[src/fbfl_pkg.sv]
// Shared types and constants for the fixed block free-list allocator.
// Used by the allocator top and the divider; depends on nothing.
package fbfl_pkg;

   // Fixed field widths of the request, response and register words.
   localparam int OFF_W     = 20;
   localparam int BS_W      = 13;
   localparam int NB_W      = 9;
   localparam int FCOUNT_W  = 9;
   localparam int CSR_W     = 13;

   // Built-in defaults for the top-level parameters.
   localparam int DEF_MAX_BLOCKS  = 256;
   localparam int DEF_OFFSET_BITS = 20;

   // Register reset values.
   localparam logic [BS_W-1:0] BLOCK_SIZE_RST = BS_W'(64);
   localparam logic [NB_W-1:0] NUM_BLOCKS_RST = NB_W'(256);

   typedef enum logic [0:0] {
      REQ_ALLOC = 1'b0,
      REQ_FREE  = 1'b1
   } req_kind_type;

   typedef enum logic [1:0] {
      ST_DONE      = 2'd0,
      ST_EXHAUSTED = 2'd1,
      ST_REJECTED  = 2'd2
   } status_type;

   typedef enum logic [0:0] {
      CSR_BLOCK_SIZE = 1'b0,
      CSR_NUM_BLOCKS = 1'b1
   } csr_index_type;

   typedef struct packed {
      req_kind_type      req_type;
      logic [OFF_W-1:0]  free_offset;
   } req_word_type;

   typedef struct packed {
      status_type           status;
      logic [OFF_W-1:0]     block_offset;
      logic [FCOUNT_W-1:0]  free_count;
   } rsp_word_type;

   // Outcome of the offset divider, handed to the control logic.
   typedef struct packed {
      logic              done;
      logic [OFF_W-1:0]  quotient;
      logic [BS_W-1:0]   remainder;
   } div_result_type;

endpackage

[src/fixed_block_free_list_allocator.sv]
// Fixed-size block pool allocator with a last-in-first-out free list.
//
// Requests arrive on the req_ channel (valid/ready). Each word either
// allocates a block or frees the block at free_offset. Exactly one response
// word per request leaves on the rsp_ channel (valid/ready), in order, with
// a status, the byte offset of an allocated block and the free count.
// The user must set the block size and the number of blocks through the csr_
// write port only while idle; the block itself does not enforce this.
//
// An accepted allocate passes through S_ALLOC, which pops the list with the
// link already read at the head, or else takes the watermark block, and
// forms the offset with a single multiply; S_OUT then loads the response
// register. A free waits in S_DIV for the restoring divider, which produces
// one quotient bit per cycle over the 20-bit offset. One request is in flight
// at a time, so a new word is taken only once the last response is loaded.
// The response register parts the two sides: a finished word waits there
// while the receiver stalls, the next request is worked on meanwhile and
// then holds req_ready low until the register frees up.
// Reset empties the list and the watermark and restores a 64-byte block
// size with 256 blocks; the link table needs no clearing pass.
module fixed_block_free_list_allocator
   import fbfl_pkg::*;
#(
   parameter int MAX_BLOCKS  = DEF_MAX_BLOCKS,
   parameter int OFFSET_BITS = DEF_OFFSET_BITS
) (
   input  logic          clock,
   input  logic          reset,
   input  logic          req_valid,
   output logic          req_ready,
   input  req_word_type  req_data,
   output logic          rsp_valid,
   input  logic          rsp_ready,
   output rsp_word_type  rsp_data,
   input  logic          csr_wr_en,
   input  csr_index_type csr_index,
   input  logic [CSR_W-1:0] csr_wdata
);

   localparam int IDX_W   = $clog2(MAX_BLOCKS);
   localparam int CNT_A_W = $clog2(MAX_BLOCKS + 1);
   localparam int CNT_W   = (CNT_A_W > NB_W) ? CNT_A_W : NB_W;
   localparam int PROD_W  = IDX_W + BS_W;
   localparam int WIDE_W  = (PROD_W > OFF_W) ? PROD_W : OFF_W;
   localparam int MASK_W  = (OFFSET_BITS < OFF_W) ? OFFSET_BITS : OFF_W;
   localparam logic [OFF_W-1:0] OFF_MASK = OFF_W'((64'(1) << MASK_W) - 64'(1));

   typedef enum logic [1:0] {
      S_IDLE,
      S_ALLOC,
      S_DIV,
      S_OUT
   } state_type;

   state_type           state_ff, state_in;
   logic [BS_W-1:0]     block_size_ff, block_size_in;
   logic [NB_W-1:0]     num_blocks_ff, num_blocks_in;
   logic [IDX_W-1:0]    head_ff, head_in;
   logic                list_empty_ff, list_empty_in;
   logic [CNT_W-1:0]    fresh_ff, fresh_in;
   logic [CNT_W-1:0]    len_ff, len_in;
   status_type          status_ff, status_in;
   logic [OFF_W-1:0]    offset_ff, offset_in;
   logic                rsp_valid_ff, rsp_valid_in;
   rsp_word_type        rsp_data_ff, rsp_data_in;

   logic                ram_wr_en;
   logic [IDX_W-1:0]    ram_wr_addr;
   logic [IDX_W-1:0]    ram_wr_data;
   logic [IDX_W-1:0]    ram_rd_data;

   logic                div_start;
   div_result_type      div_res;

   logic [CNT_W-1:0]    pool;
   logic [CNT_W-1:0]    nb_ext;
   logic [CNT_W-1:0]    fresh_left;
   logic [CNT_W:0]      total;
   logic [CNT_W-1:0]    free_cnt;

   logic [IDX_W-1:0]    alloc_idx;
   logic                alloc_got;
   logic [CNT_W-1:0]    len_dec;
   logic [WIDE_W-1:0]   product;
   logic                free_ok;
   logic [IDX_W-1:0]    free_idx;

   // Link table: next_link of each listed block.
   fbfl_ram #(
      .WIDTH (IDX_W),
      .DEPTH (MAX_BLOCKS)
   ) u_link_ram (
      .clock   (clock),
      .wr_en   (ram_wr_en),
      .wr_addr (ram_wr_addr),
      .wr_data (ram_wr_data),
      .rd_addr (head_ff),
      .rd_data (ram_rd_data)
   );

   // Offset divider for the range and alignment check of a free.
   fbfl_div u_div (
      .clock    (clock),
      .reset    (reset),
      .start    (div_start),
      .dividend (req_data.free_offset),
      .divisor  (block_size_ff),
      .result   (div_res)
   );

   // Pool size in blocks and the number of free blocks.
   always_comb begin
      nb_ext = CNT_W'(num_blocks_ff);
      if (block_size_ff == '0) begin
         pool = '0;
      end else if (nb_ext > CNT_W'(MAX_BLOCKS)) begin
         pool = CNT_W'(MAX_BLOCKS);
      end else begin
         pool = nb_ext;
      end
      fresh_left = (fresh_ff < pool) ? (pool - fresh_ff) : '0;
      total      = {1'b0, len_ff} + {1'b0, fresh_left};
      free_cnt   = (total > {1'b0, pool}) ? pool : total[CNT_W-1:0];
   end

   // Allocate: pop the list top, else hand out the watermark block.
   always_comb begin
      alloc_got = 1'b0;
      alloc_idx = head_ff;
      len_dec   = (len_ff != '0) ? (len_ff - CNT_W'(1)) : len_ff;
      if (!list_empty_ff) begin
         alloc_got = 1'b1;
      end else if (fresh_ff < pool) begin
         alloc_got = 1'b1;
         alloc_idx = fresh_ff[IDX_W-1:0];
      end
      product = WIDE_W'(alloc_idx) * WIDE_W'(block_size_ff);
   end

   // Free: the quotient must name a block of the pool with no remainder.
   always_comb begin
      free_ok  = (pool != '0) && (div_res.quotient < OFF_W'(pool))
                 && (div_res.remainder == '0);
      free_idx = div_res.quotient[IDX_W-1:0];
   end

   assign req_ready = (state_ff == S_IDLE);
   assign div_start = req_valid && (state_ff == S_IDLE)
                      && (req_data.req_type == REQ_FREE);

   // Control sequence, list update and response register loading.
   always_comb begin
      state_in      = state_ff;
      block_size_in = block_size_ff;
      num_blocks_in = num_blocks_ff;
      head_in       = head_ff;
      list_empty_in = list_empty_ff;
      fresh_in      = fresh_ff;
      len_in        = len_ff;
      status_in     = status_ff;
      offset_in     = offset_ff;
      rsp_valid_in  = rsp_valid_ff;
      rsp_data_in   = rsp_data_ff;
      ram_wr_en     = 1'b0;
      ram_wr_addr   = free_idx;
      ram_wr_data   = list_empty_ff ? '0 : head_ff;

      if (csr_wr_en) begin
         unique case (csr_index)
            CSR_BLOCK_SIZE: block_size_in = csr_wdata[BS_W-1:0];
            CSR_NUM_BLOCKS: num_blocks_in = csr_wdata[NB_W-1:0];
            default: ;
         endcase
      end

      if (rsp_valid_ff && rsp_ready) begin
         rsp_valid_in = 1'b0;
      end

      unique case (state_ff)
         S_IDLE: begin
            if (req_valid) begin
               state_in = (req_data.req_type == REQ_FREE) ? S_DIV : S_ALLOC;
            end
         end
         S_ALLOC: begin
            if (!list_empty_ff) begin
               len_in = len_dec;
               if (len_dec == '0) begin
                  list_empty_in = 1'b1;
               end else begin
                  head_in = ram_rd_data;
               end
            end else if (alloc_got) begin
               fresh_in = fresh_ff + CNT_W'(1);
            end
            status_in = alloc_got ? ST_DONE : ST_EXHAUSTED;
            offset_in = alloc_got ? (product[OFF_W-1:0] & OFF_MASK) : '0;
            state_in  = S_OUT;
         end
         S_DIV: begin
            if (div_res.done) begin
               if (free_ok) begin
                  ram_wr_en     = 1'b1;
                  head_in       = free_idx;
                  list_empty_in = 1'b0;
                  if (len_ff < CNT_W'(MAX_BLOCKS)) begin
                     len_in = len_ff + CNT_W'(1);
                  end
               end
               status_in = free_ok ? ST_DONE : ST_REJECTED;
               offset_in = '0;
               state_in  = S_OUT;
            end
         end
         S_OUT: begin
            if (!rsp_valid_ff || rsp_ready) begin
               rsp_valid_in              = 1'b1;
               rsp_data_in.status        = status_ff;
               rsp_data_in.block_offset  = offset_ff;
               rsp_data_in.free_count    = FCOUNT_W'(free_cnt);
               state_in                  = S_IDLE;
            end
         end
         default: state_in = S_IDLE;
      endcase
   end

   always_ff @(posedge clock) begin
      if (reset) begin
         state_ff      <= S_IDLE;
         block_size_ff <= BLOCK_SIZE_RST;
         num_blocks_ff <= NUM_BLOCKS_RST;
         head_ff       <= '0;
         list_empty_ff <= 1'b1;
         fresh_ff      <= '0;
         len_ff        <= '0;
         rsp_valid_ff  <= 1'b0;
      end else begin
         state_ff      <= state_in;
         block_size_ff <= block_size_in;
         num_blocks_ff <= num_blocks_in;
         head_ff       <= head_in;
         list_empty_ff <= list_empty_in;
         fresh_ff      <= fresh_in;
         len_ff        <= len_in;
         rsp_valid_ff  <= rsp_valid_in;
      end
      status_ff   <= status_in;
      offset_ff   <= offset_in;
      rsp_data_ff <= rsp_data_in;
   end

   assign rsp_valid = rsp_valid_ff;
   assign rsp_data  = rsp_data_ff;

   // The list is empty exactly when its length is zero.
   assert property (@(posedge clock) disable iff (reset)
      list_empty_ff == (len_ff == '0))
      else $error("list empty flag disagrees with list length");

   // The watermark never passes the built maximum.
   assert property (@(posedge clock) disable iff (reset)
      fresh_ff <= CNT_W'(MAX_BLOCKS))
      else $error("watermark beyond the built maximum");

   // A divider result only arrives while a free is waiting for it.
   assert property (@(posedge clock) disable iff (reset)
      div_res.done |-> (state_ff == S_DIV))
      else $error("divider result outside of a free");

   // A new response word is only loaded from the output state.
   assert property (@(posedge clock) disable iff (reset)
      $rose(rsp_valid_ff) |-> ($past(state_ff) == S_OUT))
      else $error("response raised outside of the output state");

   // The link table is written only when a free completes.
   assert property (@(posedge clock) disable iff (reset)
      ram_wr_en |-> (div_res.done && free_ok))
      else $error("link table written without an accepted free");

endmodule

[src/fbfl_ram.sv]
// Generic single-write, single-read synchronous RAM with a registered read port.
// Standalone; holds the link table of the free list.
module fbfl_ram #(
   parameter int WIDTH = 8,
   parameter int DEPTH = 256
) (
   input  logic                      clock,
   input  logic                      wr_en,
   input  logic [$clog2(DEPTH)-1:0]  wr_addr,
   input  logic [WIDTH-1:0]          wr_data,
   input  logic [$clog2(DEPTH)-1:0]  rd_addr,
   output logic [WIDTH-1:0]          rd_data
);

   logic [WIDTH-1:0] mem_ff [DEPTH];
   logic [WIDTH-1:0] rd_data_ff;

   // Write port and registered read port.
   always_ff @(posedge clock) begin
      if (wr_en) begin
         mem_ff[wr_addr] <= wr_data;
      end
      rd_data_ff <= mem_ff[rd_addr];
   end

   assign rd_data = rd_data_ff;

endmodule

[src/fbfl_div.sv]
// Restoring divider, one quotient bit per cycle, for the alignment check of a free.
// Depends on fbfl_pkg for the offset and block size widths.
module fbfl_div
   import fbfl_pkg::*;
(
   input  logic              clock,
   input  logic              reset,
   input  logic              start,
   input  logic [OFF_W-1:0]  dividend,
   input  logic [BS_W-1:0]   divisor,
   output div_result_type    result
);

   localparam int STEPS = OFF_W;
   localparam int STEP_W = $clog2(STEPS);

   logic               busy_ff, busy_in;
   logic               done_ff, done_in;
   logic [STEP_W-1:0]  step_ff, step_in;
   logic [OFF_W-1:0]   quo_ff, quo_in;
   logic [BS_W-1:0]    rem_ff, rem_in;

   logic [BS_W:0]      shifted;
   logic [BS_W:0]      divisor_ext;
   logic [BS_W:0]      diff;
   logic               fits;

   // One restoring step: shift in the next dividend bit and try to subtract.
   always_comb begin
      shifted     = {rem_ff, quo_ff[OFF_W-1]};
      divisor_ext = {1'b0, divisor};
      fits        = (shifted >= divisor_ext);
      diff        = shifted - divisor_ext;
   end

   // Next-state logic for the iteration counter and the partial results.
   always_comb begin
      busy_in = busy_ff;
      done_in = 1'b0;
      step_in = step_ff;
      quo_in  = quo_ff;
      rem_in  = rem_ff;
      if (start) begin
         busy_in = 1'b1;
         step_in = '0;
         quo_in  = dividend;
         rem_in  = '0;
      end else if (busy_ff) begin
         quo_in  = {quo_ff[OFF_W-2:0], fits};
         rem_in  = fits ? diff[BS_W-1:0] : shifted[BS_W-1:0];
         step_in = step_ff + STEP_W'(1);
         if (step_ff == STEP_W'(STEPS - 1)) begin
            busy_in = 1'b0;
            done_in = 1'b1;
         end
      end
   end

   always_ff @(posedge clock) begin
      if (reset) begin
         busy_ff <= 1'b0;
         done_ff <= 1'b0;
         step_ff <= '0;
      end else begin
         busy_ff <= busy_in;
         done_ff <= done_in;
         step_ff <= step_in;
      end
      quo_ff <= quo_in;
      rem_ff <= rem_in;
   end

   assign result.done      = done_ff;
   assign result.quotient  = quo_ff;
   assign result.remainder = rem_ff;

   // A result comes only at the end of a run that was started.
   assert property (@(posedge clock) disable iff (reset)
      done_ff |-> !busy_ff)
      else $error("divider reports done while still busy");

endmodule
[config.mk]
export PLATFORM = sky130hd
export DESIGN_NAME = fixed_block_free_list_allocator
export DESIGN_NICKNAME = d
export VERILOG_FILES = /design/src/fbfl_pkg.sv /design/src/fixed_block_free_list_allocator.sv /design/src/fbfl_ram.sv /design/src/fbfl_div.sv
export SDC_FILE = /design/constraint.sdc
export NUM_CORES = 2
export LEC_CHECK = 0
export ABC_AREA = 0
export BUFFER_PORTS_ARGS = -buffer_cell sky130_fd_sc_hd__buf_2
export CAP_MARGIN = 10
export CORE_MARGIN = 1.5
export CORE_UTILIZATION = 55
export DETAILED_ROUTE_END_ITERATION = 7
export PLACE_DENSITY = 0.71
export SETUP_SLACK_MARGIN = 0.4
export SYNTH_ARGS = -nofsm -noshare
export SYNTH_HDL_FRONTEND = slang
export SYNTH_HIERARCHICAL = 1
export SYNTH_SLANG_ARGS = --single-unit
[constraint.sdc]
create_clock -name clock -period 9.1 [get_ports clock]
set_input_delay 0.455 -clock clock [delete_from_list [all_inputs] [get_ports clock]]
set_output_delay 0.455 -clock clock [all_outputs]
set_load 0.005 [all_outputs]
==> parameters.txt <==
Parameter                              Value

Setup path
  Reg2reg end ... offset_ff[18]
  Arrival time worst endpoint ... 8.59 ns
  Worst EP required ... 9.64 ns
  Buffers plus inverters on the worst setup path ... 6
  Logic depth of the worst register-to-register path ... 30
  Category of the most critical setup path ... reg -> reg
  Critical Path Start Type ... flop
  Max stage delay cell, worst path ... sky130_fd_sc_hd__a2111oi_0
  Register-to-register path setup slack ... 1.06 ns
  Delay of the slowest cell on the worst path ... 0.63 ns
  Startpoint of the most critical setup path ... block_size_ff[6]
  CP top delay family ... compound AO/OA/AOI/OAI gates
  Start of the worst register-to-register path ... block_size_ff[6]
  Highest net fanout along the worst path ... 11
  Critical path capture point type ... flop

Logic synthesis
  Most used DFF post-synth ... sky130_fd_sc_hd__edfxtp_1
  Share of flip-flops with an asynchronous set or reset after synthesis ... 0%
  Synthesized instance count ... 4994
  Total standard cell area after synthesis ... 0.0913 mm²
  Post-synthesis sequential area ratio ... 71.5%
  Synthesized net count ... 5197
  Register bit total from synthesis ... 2201
  Ys Warns ... 6
  Post-synthesis cell type with the largest combined area ... sky130_fd_sc_hd__edfxtp_1
  Synth Area per Inst ... 18.3 µm²
  Yosys cell types ... 95
  Synth top area share ... 69.8%
  Ranking of synthesized cells by area ... sky130_fd_sc_hd__edfxtp_1, sky130_fd_sc_hd__mux4_2, sky130_fd_sc_hd__dfxtp_1
  Count of flip-flops with a built-in enable after synthesis ... 2121

Power and ir drop
  Switching pwr ... 0.00830 W
  Sequential share of power ... 42.4%
  Power density over the cells ... 268 mW/mm²
  Static leakage power ... 29.8 nW
  Clock group share of total power ... 31.1%
  Peak supply drop ... 0.211 mV
  Switching share of power ... 30.7%
  Internal Pwr Total ... 0.0187 W
  Combinational fraction of design power ... 26.4%

Die
  Vertical die dimension ... 410 µm
  Std cell rows ... 149
  Core Region ... 0.165 mm²
  Overall die area ... 0.168 mm²
  Die width ... 410 µm
  Initial Util ... 55.4%
  Num ports ... 73

STA
  Final worst hold slack ... 0.0888 ns
  Total negative slack ... 0 ns
  FMAX ... 124 MHz
  Worst Max-Slew Pin Slew ... 1.29 ns
  Max Clock Skew ... 0.0614 ns
  Pins over their slew limit ... 0
  Tmin final ... 8.04 ns
  Final-report hold violation count ... 0
  Relative max-transition margin ... 13.4%
  Post-route clock period utilization ... 88.4%
  Final setup viols ... 0
  Unrepaired setup endpoints after global routing ... no

Clocking
  H-tree levels ... 4
  Clock root buffer master ... sky130_fd_sc_hd__clkbuf_16
  Number of buffers created by CTS ... 212
  Register clock-pin slew on the reported worst setup and hold paths ... 0.06 ns
  Max Root-Sink Buffers ... 3
  Clock Sink Count ... 2201
  Clock tree from TritonCTS ... yes
  Clock latency on the worst-skew pair ... 0.86 ns

Global routing
  Via count of the first global-routing pass ... 47300
  Global-route usage over all layers ... 25.9%
  Overflow after GRT ... 0
  Global-route wire length before repair ... 319000 µm
  Number of antenna violations at the first check in global routing ... 5
  Largest net degree at the start of global routing ... 213

Detailed routing
  Number of iterations in the first detailed-routing pass ... 8
  Wirelength per Cell ... 29.1 µm
  Number of design rule violations left after detail routing ... 0
  Routed via count ... 48400
  Routed via count divided by cell count ... 6.47
  Number of DRC markers in iteration 0 ... 6618
  Count of nets left with antenna violations after detail routing ... 0
  Total Wirelength ... 218000 µm

Placed design
  Total half-perimeter wirelength after legalization and detailed placement ... 132000 µm
  Count of input and output buffers ... 72
  RD Place Congestion ... 0.863

Min path
  Worst hold path cell count ... 4
  Worst min-delay path class ... in -> reg
  Critical hold path startpoint ... req_valid
  Destination of the worst hold path ... state_ff[1]

Run
  Reported max-cap violation count ... 0

Final layout
  Commonest non-fill, non-tap cell in the layout ... sky130_fd_sc_hd__edfxtp_1
  Final core occ ... 61.1%
  Commonest cells after routing, fill and taps aside ... sky130_fd_sc_hd__edfxtp_1, sky130_fd_sc_hd__mux4_2, sky130_fd_sc_hd__nor2_1
  Fraction of layout instances using a drive strength above 1 ... 19.0%
  Synth-to-layout area growth ... 10.3%
  Count of nets after finishing ... 5341

Run status
  Outcome ... completed
==> flip-flops by register name, indices dropped and copies added, names as in the netlist, 5 cells and up <==
register	count
u_link_ram/mem_ff	2048
u_link_ram/rd_data	8
nb_ext	9
block_size_ff	13
u_div/quo_ff	20
head_ff	8
u_div/rem_ff	13
offset_ff	20
len_ff	9
rsp_data	31
u_div/step_ff	5
fresh_ff	9
==> cells in the mapped netlist, drive strengths merged (64+ instances only) <==
library cell,instances
nor2,383
dfxtp,80
nor2b,106
fa,68
mux4,456
buf,138
a22oi,135
inv,130
edfxtp,2121
nand2,139
a21oi,166
mux2i,151
clkbuf,147
ha,95
nand3,64
==> worst reg2reg max path: cells and delay by family (launching register included) <==
kind / cells / cell delay, ns
and+or+nand+nor: 8 / 1.05
AOI/OAI and AO/OA: 9 / 2.59
buffers and inverters: 6 / 0.82
DFF: 1 / 0.58
adders and majority gates: 6 / 2.55
xor gates and xnor gates: 1 / 0.16
==> worst max-delay path by stage <==
stage	slack (ns)	endpoint	cells after the start
finish	1.06	offset_ff[18]	30
CTS	0.47	offset_ff[18]	27
global placement	0.65	offset_ff[18]	27
global route	0.44	offset_ff[18]	29
detailed placement	0.50	offset_ff[18]	27
floorplan	0.90	u_link_ram/mem_ff[0][1]	2
==> power by group through the flow <==
stage          combinational (W)  clock, W  sequential, W
2_1_floorplan            0.00520         0         0.0115
3_3_place_gp             0.00704         0         0.0117
3_5_place_dp             0.00708         0         0.0117
4_1_cts                  0.00711   0.00852         0.0115
5_1_grt                  0.00752   0.00888         0.0115
6_report                 0.00714   0.00840         0.0115
==> logic make-up (layout without fill, tap and decap cells) <==
| family | Yosys count | in the layout | synth area share (%) |
|---|---|---|---|
| flip-flops | 2201 | 2201 | 71.5 |
| AND/OR/NAND/NOR | 922 | 922 | 4.84 |
| multiplexers | 638 | 638 | 13.3 |
| AO/OA/AOI/OAI | 605 | 605 | 4.67 |
| buffers and inverters | 418 | 728 | 2.39 |
| adder cells (fa/ha/maj) | 163 | 163 | 2.79 |
| XOR/XNOR | 47 | 47 | 0.451 |
| other | 0 | 1 | 0 |
==> through the flow <==
step	setup slack, ns	power, W	area, µm²	std cells
after detailed placement	0.503	0.0187	93700	7074
after CTS	0.471	0.0271	101000	7489
after floorplan	0.895	0.0167	91300	4994
after global placement	0.645	0.0187	93700	7074
final	1.06	0.0270	101000	7494
after global routing	0.436	0.0279	101000	7493
==> per-layer routing <==
| layer | share of wire, % | global-route usage [%] | vias to the layer above |
|---|---|---|---|
| met1 | 39 | 36.7 | 25200 |
| met3 | 8.6 | 3.85 | 432 |
| met2 | 48 | 41.3 | 2541 |
| met4 | 3.9 | 9.51 | 2 |
| met5 | 0.0083 | 0 | - |
| li1 | - | - | 20300 |
==> area by class of cell <==
type                    instances  area (µm²)
repair buffers                215        1620
multi-input cells            2375       23900
clock inverters               111        1060
fillers                     11500       64100
diodes                          1        2.50
flip-flops and latches       2201       65300
well taps                    2189        2740
inverters                     133         499
clock buffers                 269        5560
==> repair_timing <==
| action | CTS | global route |
|---|---|---|
| hold buffers | 35 | 0 |
| gates resized for setup | 0 | 0 |
| setup buffers | 0 | 1 |
| endpoints found under the hold margin | 45 | 0 |
| setup endpoints to repair | 0 | 2 |
Power figures use the tool's default switching activity.
